$ cat src/rtl/jsu_pkg.sv
// Shared types, codes and helpers for the JSON string unescape core.
// No dependencies; jsu_decode, the core and jsu_check import it.
package jsu_pkg;

    typedef enum logic [3:0] {
        MODE_IDLE,
        MODE_STR,
        MODE_ESC,
        MODE_HEX1,
        MODE_WANT_BS,
        MODE_WANT_U,
        MODE_HEX2
    } mode_t;

    typedef enum logic [2:0] {
        RULE_NONE,
        RULE_GE_A0,
        RULE_LT_A0,
        RULE_GE_90,
        RULE_LT_90
    } rule_t;

    localparam logic [1:0] KIND_DATA = 2'd0;
    localparam logic [1:0] KIND_OK   = 2'd1;
    localparam logic [1:0] KIND_ERR  = 2'd2;

    localparam int unsigned MAX_RESULTS = 4;

    localparam logic [7:0] CH_QUOTE = 8'h22;
    localparam logic [7:0] CH_BSLASH = 8'h5c;
    localparam logic [7:0] CH_SLASH = 8'h2f;
    localparam logic [7:0] CH_SPACE = 8'h20;
    localparam logic [7:0] CH_B = 8'h62;
    localparam logic [7:0] CH_F = 8'h66;
    localparam logic [7:0] CH_N = 8'h6e;
    localparam logic [7:0] CH_R = 8'h72;
    localparam logic [7:0] CH_T = 8'h74;
    localparam logic [7:0] CH_U = 8'h75;

    typedef struct packed {
        logic [1:0] pending;
        rule_t      rule;
        logic       err;
    } utf8_state_t;

    localparam utf8_state_t UTF8_CLEAR = '{pending: 2'd0, rule: RULE_NONE, err: 1'b0};

    typedef struct packed {
        logic [2:0]                         count;
        logic [MAX_RESULTS-1:0][1:0]        kind;
        logic [MAX_RESULTS-1:0][7:0]        data;
    } res_t;

    function automatic utf8_state_t utf8_step(utf8_state_t s, logic [7:0] b);
        utf8_state_t r;
        logic        ok;
        r  = s;
        ok = (b[7:6] == 2'b10);
        if (s.pending != 2'd0)
        begin
            case (s.rule)
                RULE_GE_A0: if (b < 8'ha0) ok = 1'b0;
                RULE_LT_A0: if (b >= 8'ha0) ok = 1'b0;
                RULE_GE_90: if (b < 8'h90) ok = 1'b0;
                RULE_LT_90: if (b >= 8'h90) ok = 1'b0;
                default: ;
            endcase
            r.rule = RULE_NONE;
            if (!ok)
            begin
                r.err     = 1'b1;
                r.pending = 2'd0;
            end
            else
            begin
                r.pending = s.pending - 2'd1;
            end
        end
        else if (b[7] == 1'b0)
        begin
            r = s;
        end
        else if (b inside {[8'hc2:8'hdf]})
        begin
            r.pending = 2'd1;
        end
        else if (b inside {[8'he0:8'hef]})
        begin
            r.pending = 2'd2;
            r.rule    = (b == 8'he0) ? RULE_GE_A0 : (b == 8'hed) ? RULE_LT_A0 : RULE_NONE;
        end
        else if (b inside {[8'hf0:8'hf4]})
        begin
            r.pending = 2'd3;
            r.rule    = (b == 8'hf0) ? RULE_GE_90 : (b == 8'hf4) ? RULE_LT_90 : RULE_NONE;
        end
        else
        begin
            r.err = 1'b1;
        end
        return r;
    endfunction

endpackage

$ cat src/rtl/jsu_in_if.sv
// Byte request channel: raw JSON text byte plus start-of-string flag.
// Depends on nothing.
interface jsu_in_if;
    logic       valid;
    logic       ready;
    logic [7:0] in_byte;
    logic       start_req;

    modport source (output valid, output in_byte, output start_req, input ready);
    modport sink (input valid, input in_byte, input start_req, output ready);
endinterface

$ cat src/rtl/jsu_out_if.sv
// Result request channel: kind, decoded byte and last-of-group flag.
// Depends on nothing.
interface jsu_out_if;
    logic       valid;
    logic       ready;
    logic [1:0] out_kind;
    logic [7:0] out_byte;
    logic       last;

    modport source (output valid, output out_kind, output out_byte, output last, input ready);
    modport sink (input valid, input out_kind, input out_byte, input last, output ready);
endinterface

$ cat src/rtl/jsu_decode.sv
// Decoder state and single-pass decode of one byte into up to four results.
// Depends on jsu_pkg.
module jsu_decode
    import jsu_pkg::*;
(
    input  logic       clk,
    input  logic       rst_n,
    input  logic       step,
    input  logic [7:0] in_byte,
    input  logic       start_req,
    output res_t       res
);

    typedef struct packed {
        logic [2:0]                  count;
        logic [MAX_RESULTS-1:0][7:0] data;
    } enc_t;

    mode_t       mode_reg, mode_next;
    logic [1:0]  hex_cnt_reg, hex_cnt_next;
    logic [15:0] hex_acc_reg, hex_acc_next;
    logic [9:0]  high_sur_reg, high_sur_next;
    utf8_state_t utf8_reg, utf8_next;

    function automatic logic [4:0] hex_value(logic [7:0] c);
        logic [4:0] r;
        r = 5'd0;
        if (c inside {[8'h30:8'h39]})
            r = {1'b1, c[3:0]};
        else if ((c inside {[8'h61:8'h66]}) || (c inside {[8'h41:8'h46]}))
            r = {1'b1, 4'(c[3:0] + 4'd9)};
        return r;
    endfunction

    function automatic enc_t encode(logic [20:0] v);
        enc_t e;
        e = '0;
        if (v <= 21'h7f)
        begin
            e.count   = 3'd1;
            e.data[0] = v[7:0];
        end
        else if (v <= 21'h7ff)
        begin
            e.count   = 3'd2;
            e.data[0] = {3'b110, v[10:6]};
            e.data[1] = {2'b10, v[5:0]};
        end
        else if (v <= 21'hffff)
        begin
            e.count   = 3'd3;
            e.data[0] = {4'b1110, v[15:12]};
            e.data[1] = {2'b10, v[11:6]};
            e.data[2] = {2'b10, v[5:0]};
        end
        else
        begin
            e.count   = 3'd4;
            e.data[0] = {5'b11110, v[20:18]};
            e.data[1] = {2'b10, v[17:12]};
            e.data[2] = {2'b10, v[11:6]};
            e.data[3] = {2'b10, v[5:0]};
        end
        return e;
    endfunction

    always_comb
    begin
        logic [4:0]  hv;
        enc_t        enc;
        logic        use_enc;
        logic [20:0] cp;
        mode_next     = mode_reg;
        hex_cnt_next  = hex_cnt_reg;
        hex_acc_next  = hex_acc_reg;
        high_sur_next = high_sur_reg;
        utf8_next     = utf8_reg;
        res           = '0;
        hv            = 5'd0;
        enc           = '0;
        use_enc       = 1'b0;
        cp            = 21'd0;

        if (start_req)
        begin
            hex_cnt_next  = 2'd0;
            hex_acc_next  = 16'd0;
            high_sur_next = 10'd0;
            utf8_next     = UTF8_CLEAR;
            if (in_byte == CH_QUOTE)
            begin
                mode_next = MODE_STR;
            end
            else
            begin
                res.count   = 3'd1;
                res.kind[0] = KIND_ERR;
                mode_next   = MODE_IDLE;
            end
        end
        else
        begin
            case (mode_reg)
                MODE_STR:
                begin
                    if (in_byte == CH_QUOTE)
                    begin
                        res.count   = 3'd1;
                        res.kind[0] = (utf8_reg.err || utf8_reg.pending != 2'd0) ?
                                      KIND_ERR : KIND_OK;
                        mode_next   = MODE_IDLE;
                    end
                    else if (in_byte < CH_SPACE)
                    begin
                        res.count   = 3'd1;
                        res.kind[0] = KIND_ERR;
                        mode_next   = MODE_IDLE;
                    end
                    else if (in_byte == CH_BSLASH)
                    begin
                        mode_next = MODE_ESC;
                    end
                    else
                    begin
                        res.count   = 3'd1;
                        res.kind[0] = KIND_DATA;
                        res.data[0] = in_byte;
                    end
                end
                MODE_ESC:
                begin
                    mode_next   = MODE_STR;
                    res.count   = 3'd1;
                    res.kind[0] = KIND_DATA;
                    case (in_byte)
                        CH_QUOTE, CH_BSLASH, CH_SLASH: res.data[0] = in_byte;
                        CH_B: res.data[0] = 8'h08;
                        CH_F: res.data[0] = 8'h0c;
                        CH_N: res.data[0] = 8'h0a;
                        CH_R: res.data[0] = 8'h0d;
                        CH_T: res.data[0] = 8'h09;
                        CH_U:
                        begin
                            res.count    = 3'd0;
                            hex_cnt_next = 2'd0;
                            hex_acc_next = 16'd0;
                            mode_next    = MODE_HEX1;
                        end
                        default:
                        begin
                            res.kind[0] = KIND_ERR;
                            mode_next   = MODE_IDLE;
                        end
                    endcase
                end
                MODE_HEX1, MODE_HEX2:
                begin
                    hv = hex_value(in_byte);
                    if (!hv[4])
                    begin
                        res.count   = 3'd1;
                        res.kind[0] = KIND_ERR;
                        mode_next   = MODE_IDLE;
                    end
                    else
                    begin
                        hex_acc_next = {hex_acc_reg[11:0], hv[3:0]};
                        if (hex_cnt_reg != 2'd3)
                        begin
                            hex_cnt_next = hex_cnt_reg + 2'd1;
                        end
                        else
                        begin
                            hex_cnt_next = 2'd0;
                            if (mode_reg == MODE_HEX1)
                            begin
                                if (hex_acc_next inside {[16'hd800:16'hdbff]})
                                begin
                                    high_sur_next = hex_acc_next[9:0];
                                    mode_next     = MODE_WANT_BS;
                                end
                                else if (hex_acc_next inside {[16'hdc00:16'hdfff]})
                                begin
                                    res.count   = 3'd1;
                                    res.kind[0] = KIND_ERR;
                                    mode_next   = MODE_IDLE;
                                end
                                else
                                begin
                                    mode_next = MODE_STR;
                                    cp        = {5'd0, hex_acc_next};
                                    use_enc   = 1'b1;
                                end
                            end
                            else if (hex_acc_next inside {[16'hdc00:16'hdfff]})
                            begin
                                mode_next = MODE_STR;
                                cp        = 21'h10000 + {1'b0, high_sur_reg, hex_acc_next[9:0]};
                                use_enc   = 1'b1;
                            end
                            else
                            begin
                                res.count   = 3'd1;
                                res.kind[0] = KIND_ERR;
                                mode_next   = MODE_IDLE;
                            end
                        end
                    end
                end
                MODE_WANT_BS:
                begin
                    if (in_byte == CH_BSLASH)
                    begin
                        mode_next = MODE_WANT_U;
                    end
                    else
                    begin
                        res.count   = 3'd1;
                        res.kind[0] = KIND_ERR;
                        mode_next   = MODE_IDLE;
                    end
                end
                MODE_WANT_U:
                begin
                    if (in_byte == CH_U)
                    begin
                        hex_cnt_next = 2'd0;
                        hex_acc_next = 16'd0;
                        mode_next    = MODE_HEX2;
                    end
                    else
                    begin
                        res.count   = 3'd1;
                        res.kind[0] = KIND_ERR;
                        mode_next   = MODE_IDLE;
                    end
                end
                default:
                begin
                    mode_next = MODE_IDLE;
                end
            endcase
        end

        if (use_enc)
        begin
            enc       = encode(cp);
            res.count = enc.count;
            res.kind  = '0;
            res.data  = enc.data;
        end

        for (int i = 0; i < MAX_RESULTS; i++)
        begin
            if ((3'(i) < res.count) && (res.kind[i] == KIND_DATA))
                utf8_next = utf8_step(utf8_next, res.data[i]);
        end
    end

    always_ff @(posedge clk or negedge rst_n)
    begin
        if (!rst_n)
        begin
            mode_reg     <= MODE_IDLE;
            hex_cnt_reg  <= 2'd0;
            hex_acc_reg  <= 16'd0;
            high_sur_reg <= 10'd0;
            utf8_reg     <= UTF8_CLEAR;
        end
        else if (step)
        begin
            mode_reg     <= mode_next;
            hex_cnt_reg  <= hex_cnt_next;
            hex_acc_reg  <= hex_acc_next;
            high_sur_reg <= high_sur_next;
            utf8_reg     <= utf8_next;
        end
    end

endmodule

$ cat src/rtl/json_string_unescape_utf8_check_core.sv
// Path: a byte is registered in the input stage, decoded combinationally, and its results are
// registered in the four-entry result buffer, which drains one result per cycle while ready.
// Throughput: one byte per cycle while each byte yields at most one result and result.ready is
// high; a byte with more results holds the next byte in the input stage until its last is taken.
// Reset (rst_n low, async): decoder goes idle awaiting a start, input and result stages empty.
module json_string_unescape_utf8_check_core
    import jsu_pkg::*;
(
    input  logic       clk,
    input  logic       rst_n,
    jsu_in_if.sink     text,
    jsu_out_if.source  result
);

    logic                        s1_valid_reg;
    logic [7:0]                  s1_byte_reg;
    logic                        s1_start_reg;
    logic [2:0]                  cnt_reg;
    logic [1:0]                  pos_reg;
    logic [MAX_RESULTS-1:0][1:0] kind_reg;
    logic [MAX_RESULTS-1:0][7:0] byte_reg;
    logic                        buf_free;
    logic                        step;
    logic                        load;
    logic                        pop;
    res_t                        res;

    jsu_decode u_decode (
        .clk       (clk),
        .rst_n     (rst_n),
        .step      (step),
        .in_byte   (s1_byte_reg),
        .start_req (s1_start_reg),
        .res       (res)
    );

    always_comb
    begin
        pop          = (cnt_reg != 3'd0) && result.ready;
        buf_free     = (cnt_reg == 3'd0) || ((cnt_reg == 3'd1) && result.ready);
        step         = s1_valid_reg && buf_free;
        load         = step && (res.count != 3'd0);
        text.ready   = !s1_valid_reg || buf_free;
        result.valid = (cnt_reg != 3'd0);
        result.out_kind = kind_reg[pos_reg];
        result.out_byte = byte_reg[pos_reg];
        result.last  = (cnt_reg == 3'd1);
    end

    always_ff @(posedge clk or negedge rst_n)
    begin
        if (!rst_n)
        begin
            s1_valid_reg <= 1'b0;
            cnt_reg      <= 3'd0;
            pos_reg      <= 2'd0;
        end
        else
        begin
            if (text.valid && text.ready)
                s1_valid_reg <= 1'b1;
            else if (step)
                s1_valid_reg <= 1'b0;

            if (load)
            begin
                cnt_reg <= res.count;
                pos_reg <= 2'd0;
            end
            else if (pop)
            begin
                cnt_reg <= cnt_reg - 3'd1;
                pos_reg <= pos_reg + 2'd1;
            end
        end
    end

    always_ff @(posedge clk)
    begin
        if (text.valid && text.ready)
        begin
            s1_byte_reg  <= text.in_byte;
            s1_start_reg <= text.start_req;
        end
        if (load)
        begin
            kind_reg <= res.kind;
            byte_reg <= res.data;
        end
    end

endmodule

$ cat src/flat_wrapper.sv
// flat-port wrapper written by rule: the top's interface ports become plain ports
module json_string_unescape_utf8_check_core_flat import jsu_pkg::*;
  (clk, rst_n, text_valid, text_in_byte, text_start_req, text_ready, result_valid, result_out_kind, result_out_byte, result_last, result_ready);
  jsu_in_if text_i ();
  jsu_out_if result_i ();
  input  logic clk;
  input  logic rst_n;
  input wire logic [$bits(text_i.valid)-1:0] text_valid;
  input wire logic [$bits(text_i.in_byte)-1:0] text_in_byte;
  input wire logic [$bits(text_i.start_req)-1:0] text_start_req;
  output wire logic [$bits(text_i.ready)-1:0] text_ready;
  output wire logic [$bits(result_i.valid)-1:0] result_valid;
  output wire logic [$bits(result_i.out_kind)-1:0] result_out_kind;
  output wire logic [$bits(result_i.out_byte)-1:0] result_out_byte;
  output wire logic [$bits(result_i.last)-1:0] result_last;
  input wire logic [$bits(result_i.ready)-1:0] result_ready;
  assign text_i.valid = text_valid;
  assign text_i.in_byte = text_in_byte;
  assign text_i.start_req = text_start_req;
  assign text_ready = text_i.ready;
  assign result_valid = result_i.valid;
  assign result_out_kind = result_i.out_kind;
  assign result_out_byte = result_i.out_byte;
  assign result_last = result_i.last;
  assign result_i.ready = result_ready;
  json_string_unescape_utf8_check_core u_core (.clk(clk), .rst_n(rst_n), .text(text_i), .result(result_i));
endmodule
$ cat config.mk
export PLATFORM = sky130hd
export DESIGN_NAME = json_string_unescape_utf8_check_core_flat
export DESIGN_NICKNAME = d
export VERILOG_FILES = /design/src/rtl/jsu_pkg.sv /design/src/rtl/jsu_in_if.sv /design/src/rtl/jsu_out_if.sv /design/src/rtl/jsu_decode.sv /design/src/rtl/json_string_unescape_utf8_check_core.sv /design/src/flat_wrapper.sv
export SDC_FILE = /design/constraint.sdc
export NUM_CORES = 1
export LEC_CHECK = 0
export BUFFER_PORTS_ARGS = -buffer_cell sky130_fd_sc_hd__buf_2
export CAP_MARGIN = 20
export CORE_UTILIZATION = 34
export CTS_CLUSTER_SIZE = 20
export DETAILED_ROUTE_END_ITERATION = 12
export SETUP_SLACK_MARGIN = 0.02
export SYNTH_ARGS = -nofsm -noshare
export SYNTH_HDL_FRONTEND = slang
export SYNTH_SLANG_ARGS = --single-unit
$ cat constraint.sdc
create_clock -name clk -period 7.8 [get_ports clk]
set_input_delay 1.56 -clock clk [delete_from_list [all_inputs] [get_ports clk]]
set_output_delay 1.56 -clock clk [all_outputs]
set_load 0.005 [all_outputs]
==> results of run 1 <==
through the flow:
step	util	hold slack, ns	area, µm²	setup WS (ns)	power, mW
detailed placement	0.367	0.499	6090	1.11	1.29
finish	0.384	0.503	6370	0.929	1.70
floorplan	-	0.460	5770	2.07	1.09
CTS	0.384	0.508	6370	1.07	1.71
global route	0.384	0.543	6370	0.459	1.81
global placement	0.367	0.476	6090	1.34	1.28
final cells by class:
cell class / count / area [µm²] / area share
Clock buffer: 9 / 225 / 0.0353
Inverter: 24 / 90.1 / 0.0141
Sequential cell: 79 / 2180 / 0.342
Tap cell: 220 / 275 / 0.0432
Timing Repair Buffer: 35 / 200 / 0.0314
Multi-Input combinational cell: 497 / 3350 / 0.525
Clock inverter: 7 / 57.6 / 0.00903
metal layers:
| metal | GRT usage | vias up | part of all wire |
|---|---|---|---|
| li1 | - | 2481 | - |
| met1 | 0.274 | 2543 | 0.45 |
| met5 | 0 | - | 0 |
| met2 | 0.330 | 219 | 0.46 |
| met3 | 0.0400 | 32 | 0.069 |
| met4 | 0.0747 | 0 | 0.023 |
power breakdown:
group	internal, mW	switching (mW)	leakage (nW)
registers	0.560	0.133	0.906
logic	0.239	0.355	1.24
clock network	0.219	0.191	0.134
total	1.02	0.679	2.28
critical path, cell delays in order, from the launching register on:
cell and delay, ns:
dfrtp_1 0.68, nand3b_1 0.40, nand3_1 0.20, buf_4 0.25
a2bb2oi_1 0.37, a21o_1 0.62, nor2_1 0.17, nor3_1 0.34
inv_1 0.15, o41ai_2 0.36, a311oi_1 0.15, a221o_1 0.30
ha_1 0.21, nand2b_1 0.23, a41oi_1 0.24, a31oi_2 0.15
ha_1 0.23, or2_2 0.35, nor3_1 0.21, mux2_4 0.19
inv_1 0.04, ha_1 0.20, nor2_1 0.20, nor2_1 0.09
and3_1 0.24, a22o_1 0.18
logic make-up (layout without fill, tap and decap cells):
logic type | count (synthesis) | count (layout) | share of synthesized area
AOI/OAI and AO/OA | 211 | 211 | 0.269
DFF | 79 | 79 | 0.377
xor gates and xnor gates | 9 | 9 | 0.0137
adders and majority gates | 13 | 13 | 0.0282
and+or+nand+nor | 256 | 256 | 0.237
muxes | 8 | 8 | 0.0299
buffers and inverters | 61 | 75 | 0.0445
worst max-delay path by stage:
stage                                            from                          end  slack, ns
final                     u_core.u_decode.mode_reg[0]  u_core.u_decode.utf8_reg[3]       0.93
after global routing      u_core.u_decode.mode_reg[0]  u_core.u_decode.utf8_reg[1]       0.46
after CTS                 u_core.u_decode.mode_reg[0]  u_core.u_decode.utf8_reg[3]       1.07
after detailed placement  u_core.u_decode.mode_reg[0]  u_core.u_decode.utf8_reg[1]       1.11
after global placement    u_core.u_decode.mode_reg[0]  u_core.u_decode.utf8_reg[2]       1.34
after floorplan                 u_core.s1_byte_reg[0]  u_core.u_decode.utf8_reg[1]       2.07
synth_stat cells, drive strengths merged, types with 8 or more instances:
cell / number / area share
and2: 9 / 0.0098
ha: 13 / 0.028
nor3: 18 / 0.020
clkbuf: 24 / 0.016
nand2: 65 / 0.042
dfrtp: 39 / 0.17
nand4: 9 / 0.0098
or3: 10 / 0.011
o21ai: 42 / 0.037
o31ai: 16 / 0.021
o211ai: 8 / 0.010
inv: 24 / 0.016
a22oi: 8 / 0.012
buf: 13 / 0.013
a22o: 15 / 0.023
a31oi: 13 / 0.017
edfxtp: 40 / 0.21
nor2: 56 / 0.037
nand2b: 10 / 0.011
a21oi: 42 / 0.040
nor4: 8 / 0.011
nand3: 25 / 0.022
cells in the final DEF (no fill, tap or decap), types with 13 or more instances in the layout:
master,n
a21oi_1,38
a22o_1,15
buf_2,25
dfrtp_1,39
edfxtp_1,40
ha_1,13
inv_1,19
nand2_1,65
nand3_1,25
nor2_1,55
nor3_1,16
o21ai_0,34
o31ai_1,16
==> impl_metrics.env, run 1 <==
export IMPL_cts_sinks=79
export IMPL_n_antenna_cell=0
export IMPL_maxSlewViolCount=0
export IMPL_std_cell_rows=47
export IMPL_hold_violations=0
export IMPL_p_leak_nw=2.28
export IMPL_peakVddDrop_mv=0.125
export IMPL_reg2reg_depth=25
export IMPL_die_area_mm2=0.0175
export IMPL_crit_type="reg2reg"
export IMPL_antenna_found_initial=0
export IMPL_setup_violations=0
export IMPL_viasPerCell=6.06
export IMPL_finalNetCount=672
export IMPL_syn_inst=637
export IMPL_synth_edff_count=40
export IMPL_cts_buffers=9
export IMPL_fillers=1668
export IMPL_cts_tree="done"
export IMPL_ys_ff_latch=79
export IMPL_skew_ns=0.0160
export IMPL_cts_resized=0
export IMPL_io_buffers=25
export IMPL_relSlewSlack=0.302
export IMPL_hold_buffers=0
export IMPL_synth_flop_cell="edfxtp_1"
export IMPL_place_detailed_hpwl_um=12900
export IMPL_r2r_start="u_core.u_decode.mode_reg[0]"
export IMPL_syn_nets=663
export IMPL_holdPathStages=1
export IMPL_place_inst=855
export IMPL_detail_route_antenna_nets=0
export IMPL_first_pass_iters=5
export IMPL_worst_pin_slew_ns=1.04
export IMPL_min_path_type="reg2reg"
export IMPL_r2r_setup_slack_ns=0.93
export IMPL_remaining_drc_errors=0
export IMPL_place_congestion=0.894
export IMPL_route_vias_total=5275
export IMPL_grt_max_degree=40
export IMPL_start_util=0.348
export IMPL_clockRootBuffer="clkbuf_16"
export IMPL_drive_gt1_frac=0.147
export IMPL_rsz0062_at_grt="no"
export IMPL_die_w_um=132
export IMPL_path_clk_slew_ns=0.07
export IMPL_yosysWarnings=0
export IMPL_cts_htree_levels=3
export IMPL_clock_path_buffers=2
export IMPL_fmax_mhz=146
export IMPL_p_per_area_mw_per_mm2=266
export IMPL_yosysUniqueCellTypes=90
export IMPL_layout_cells_non_filler=871
export IMPL_wl_per_cell_um=19.8
export IMPL_seq_area_frac_synth=0.377
export IMPL_cp_data_required_time_ns=8.05
export IMPL_grt_use_total=0.205
export IMPL_routed_wl_um=17300
export IMPL_avgSynthCellArea_um2=9.05
export IMPL_syn_to_final_growth_pct=10.5
export IMPL_overflow=0
export IMPL_tns_ns=0
export IMPL_crit_path_end_kind="register"
export IMPL_die_h_um=132
export IMPL_maxCapViolations=0
export IMPL_hold_path_startpoint="u_core.u_decode.hex_cnt_reg[0]"
export IMPL_grt_pass1_wl_um=28200
export IMPL_rr_endpoint="u_core.u_decode.utf8_reg[3]"
export IMPL_ys_async_sr_fraction=0.494
export IMPL_netlist_area_mm2=0.00577
export IMPL_crit_arrival_ns=7.12
export IMPL_cp_max_fo=18
export IMPL_layout_min_cycle_time_ns=6.87
export IMPL_largest_reg_flops=29
export IMPL_grt_pass1_vias=5092
export IMPL_insertion_delay_ns=0.36
export IMPL_drtIter0Drc=409
export IMPL_startpoint_type="register"
export IMPL_cts_setup_buffers=0
export IMPL_pin_count=26
export IMPL_worstHoldEndpoint="u_core.u_decode.hex_cnt_reg[0]"
export IMPL_core_mm2=0.0166
export IMPL_status="finished, final reports clean"
export IMPL_period_share=0.881
Note: power is estimated with default switching activity, not from simulation.
==> run 2, diff against run 1 <==
--- a/config.mk
+++ b/config.mk
@@ -7,9 +7,12 @@
 export LEC_CHECK = 0
 export BUFFER_PORTS_ARGS = -buffer_cell sky130_fd_sc_hd__buf_2
 export CAP_MARGIN = 20
-export CORE_UTILIZATION = 34
+export CELL_PAD_IN_SITES_DETAIL_PLACEMENT = 1
+export CELL_PAD_IN_SITES_GLOBAL_PLACEMENT = 1
+export CORE_UTILIZATION = 49
 export CTS_CLUSTER_SIZE = 20
 export DETAILED_ROUTE_END_ITERATION = 12
+export PLACE_DENSITY_LB_ADDON = 0.1
 export SETUP_SLACK_MARGIN = 0.02
 export SYNTH_ARGS = -nofsm -noshare
 export SYNTH_HDL_FRONTEND = slang
==> run 2 against run 1 <==
Cell count down 8.8%. Sequential cell count unchanged. Combinational power up 2%. Setup slack worse by 0.026 ns. Count of clock-buffer cells in the layout up 4. Critical path depth up 1. Highest routed layer unchanged.
==> impl_metrics.env, run 2 (same netlist as run 1, synthesis figures left out) <==
export IMPL_cp_common_cell="ha_1"
export IMPL_drtIter0Drc=403
export IMPL_viasPerCell=6.75
export IMPL_power_mw=1.75
export IMPL_n_antenna_cell=0
export IMPL_hold_ws_ns=0.505
export IMPL_met1Wirelength_um=8370
export IMPL_crit_arrival_ns=7.13
export IMPL_seq_power_share=0.400
export IMPL_insertion_delay_ns=0.35
export IMPL_setup_violations=0
export IMPL_cp_num_buf_inv=3
export IMPL_start_util=0.503
export IMPL_maxSlewViolCount=0
export IMPL_overflow=0
export IMPL_p_leak_nw=2.31
export IMPL_switching_share=0.390
export IMPL_cts_sinks=79
export IMPL_p_per_area_mw_per_mm2=277
export IMPL_min_path_type="reg2reg"
export IMPL_cpLargestDelayFamily="compound AO/OA/AOI/OAI gates"
export IMPL_layout_min_cycle_time_ns=6.90
export IMPL_place_detailed_hpwl_um=14100
export IMPL_hold_violations=0
export IMPL_final_common_cell="nand2_1"
export IMPL_routed_wl_um=18900
export IMPL_finalNetCount=672
export IMPL_antenna_found_initial=0
export IMPL_rsz0062_at_grt="no"
export IMPL_p_switching_mw=0.682
export IMPL_pin_count=26
export IMPL_period_share=0.884
export IMPL_std_cell_rows=39
export IMPL_skew_ns=0.00355
export IMPL_critPathSlowestCell="a21o_1"
export IMPL_io_buffers=25
export IMPL_grt_pass1_wl_um=30700
export IMPL_clockRootBuffer="clkbuf_16"
export IMPL_cts_buffers=9
export IMPL_die_h_um=110
export IMPL_wl_per_cell_um=23.8
export IMPL_grt_pass1_vias=5518
export IMPL_cts_resized=0
export IMPL_place_area_mm2=0.00599
export IMPL_clock_path_buffers=2
export IMPL_fmax_mhz=145
export IMPL_tns_ns=0
export IMPL_crit_type="reg2reg"
export IMPL_cts_htree_levels=3
export IMPL_remaining_drc_errors=0
export IMPL_top_layer="met4"
export IMPL_route_vias_total=5363
export IMPL_status="finished, final reports clean"
export IMPL_final_util=0.550
export IMPL_drive_gt1_frac=0.147
export IMPL_cp_data_required_time_ns=8.03
export IMPL_die_w_um=110
export IMPL_cts_setup_buffers=0
export IMPL_core_mm2=0.0115
export IMPL_p_int_mw=1.07
export IMPL_cts_tree="done"
export IMPL_wl_met2_um=9260
export IMPL_first_pass_iters=5
export IMPL_place_congestion=0.926
export IMPL_path_clk_slew_ns=0.06
export IMPL_relSlewSlack=0.278
export IMPL_worst_pin_slew_ns=1.07
export IMPL_slowest_delay_ns=0.56
export IMPL_layout_common_cells="65 x nand2_1, 55 x nor2_1, 40 x edfxtp_1"
export IMPL_largest_reg_flops=29
export IMPL_grt_use_total=0.321
export IMPL_grt_max_degree=41
export IMPL_cp_max_fo=18
export IMPL_crit_path_end_kind="register"
export IMPL_fillers=1312
export IMPL_detail_route_antenna_nets=0
export IMPL_syn_to_final_growth_pct=9.39
export IMPL_startpoint_type="register"
export IMPL_maxCapViolations=0
export IMPL_fin_area_mm2=0.00631
export IMPL_peakVddDrop_mv=0.184
export IMPL_p_comb_frac=0.347
export IMPL_wl_met3_um=816
export IMPL_pwr_share_clk=0.253
export IMPL_hold_buffers=0
export IMPL_die_area_mm2=0.0122
run 2: path summary, 6_finish.rpt:
check	from	end	slack (ns)	cells after the start
worst max-delay path	u_core.s1_byte_reg[0]	u_core.u_decode.utf8_reg[2]	0.90	26
max in group asynchronous	rst_n	u_core.u_decode.hex_cnt_reg[0]	5.84	1
worst min-delay path	u_core.u_decode.hex_cnt_reg[0]	u_core.u_decode.hex_cnt_reg[0]	0.51	1
min in group asynchronous	rst_n	u_core.u_decode.high_sur_reg[7]	1.36	1
worst min register to register	u_core.u_decode.hex_cnt_reg[0]	u_core.u_decode.hex_cnt_reg[0]	0.51	1
worst max register to register	u_core.s1_byte_reg[0]	u_core.u_decode.utf8_reg[2]	0.90	26
run 2: power by group through the flow:
stage	clock network (mW)	logic, mW	registers, mW
4_1_cts	0.447	0.608	0.698
2_1_floorplan	0	0.469	0.618
6_report	0.443	0.606	0.700
5_1_grt	0.461	0.666	0.716
3_5_place_dp	0	0.603	0.706
3_3_place_gp	0	0.577	0.696
run 2: layout make-up:
| cell class | count | area [µm²] | share of cell area |
|---|---|---|---|
| clock inverter | 3 | 21.3 | 0.00337 |
| sequential | 79 | 2180 | 0.345 |
| clock buffer | 13 | 297 | 0.0470 |
| multi-input combinational | 497 | 3350 | 0.530 |
| timing repair buffer | 35 | 200 | 0.0317 |
| inverter | 24 | 90.1 | 0.0143 |
| tap | 143 | 179 | 0.0284 |
run 2: per-layer routing:
| metal | global-route usage | vias up |
|---|---|---|
| met5 | 0 | - |
| met4 | 0.115 | 0 |
| met3 | 0.0340 | 38 |
| met2 | 0.540 | 178 |
| met1 | 0.429 | 2678 |
| li1 | - | 2469 |
run 2: per-stage QoR:
step	cells	setup WS [ns]
after floorplan	637	2.07
after global placement	778	1.31
after detailed placement	778	0.964
after CTS	794	0.949
after global routing	794	0.443
final	794	0.903
run 2: worst register-to-register path: stages (launching register included):
cell and delay (ns):
edfxtp_1 0.52, inv_1 0.19, ha_1 0.24, or3b_1 0.42
and3_1 0.26, o21ai_2 0.31, a21o_1 0.56, a2111oi_4 0.19
nor2_1 0.28, inv_2 0.09, o41ai_2 0.44, a311oi_1 0.16
a221o_1 0.30, ha_1 0.21, nand2b_1 0.22, a41oi_1 0.24
a31oi_2 0.16, ha_1 0.26, or2_2 0.35, nor3_1 0.20
mux2_4 0.19, inv_1 0.04, ha_1 0.20, nor2_1 0.20
nor2_1 0.10, and3_1 0.25, a22o_1 0.19
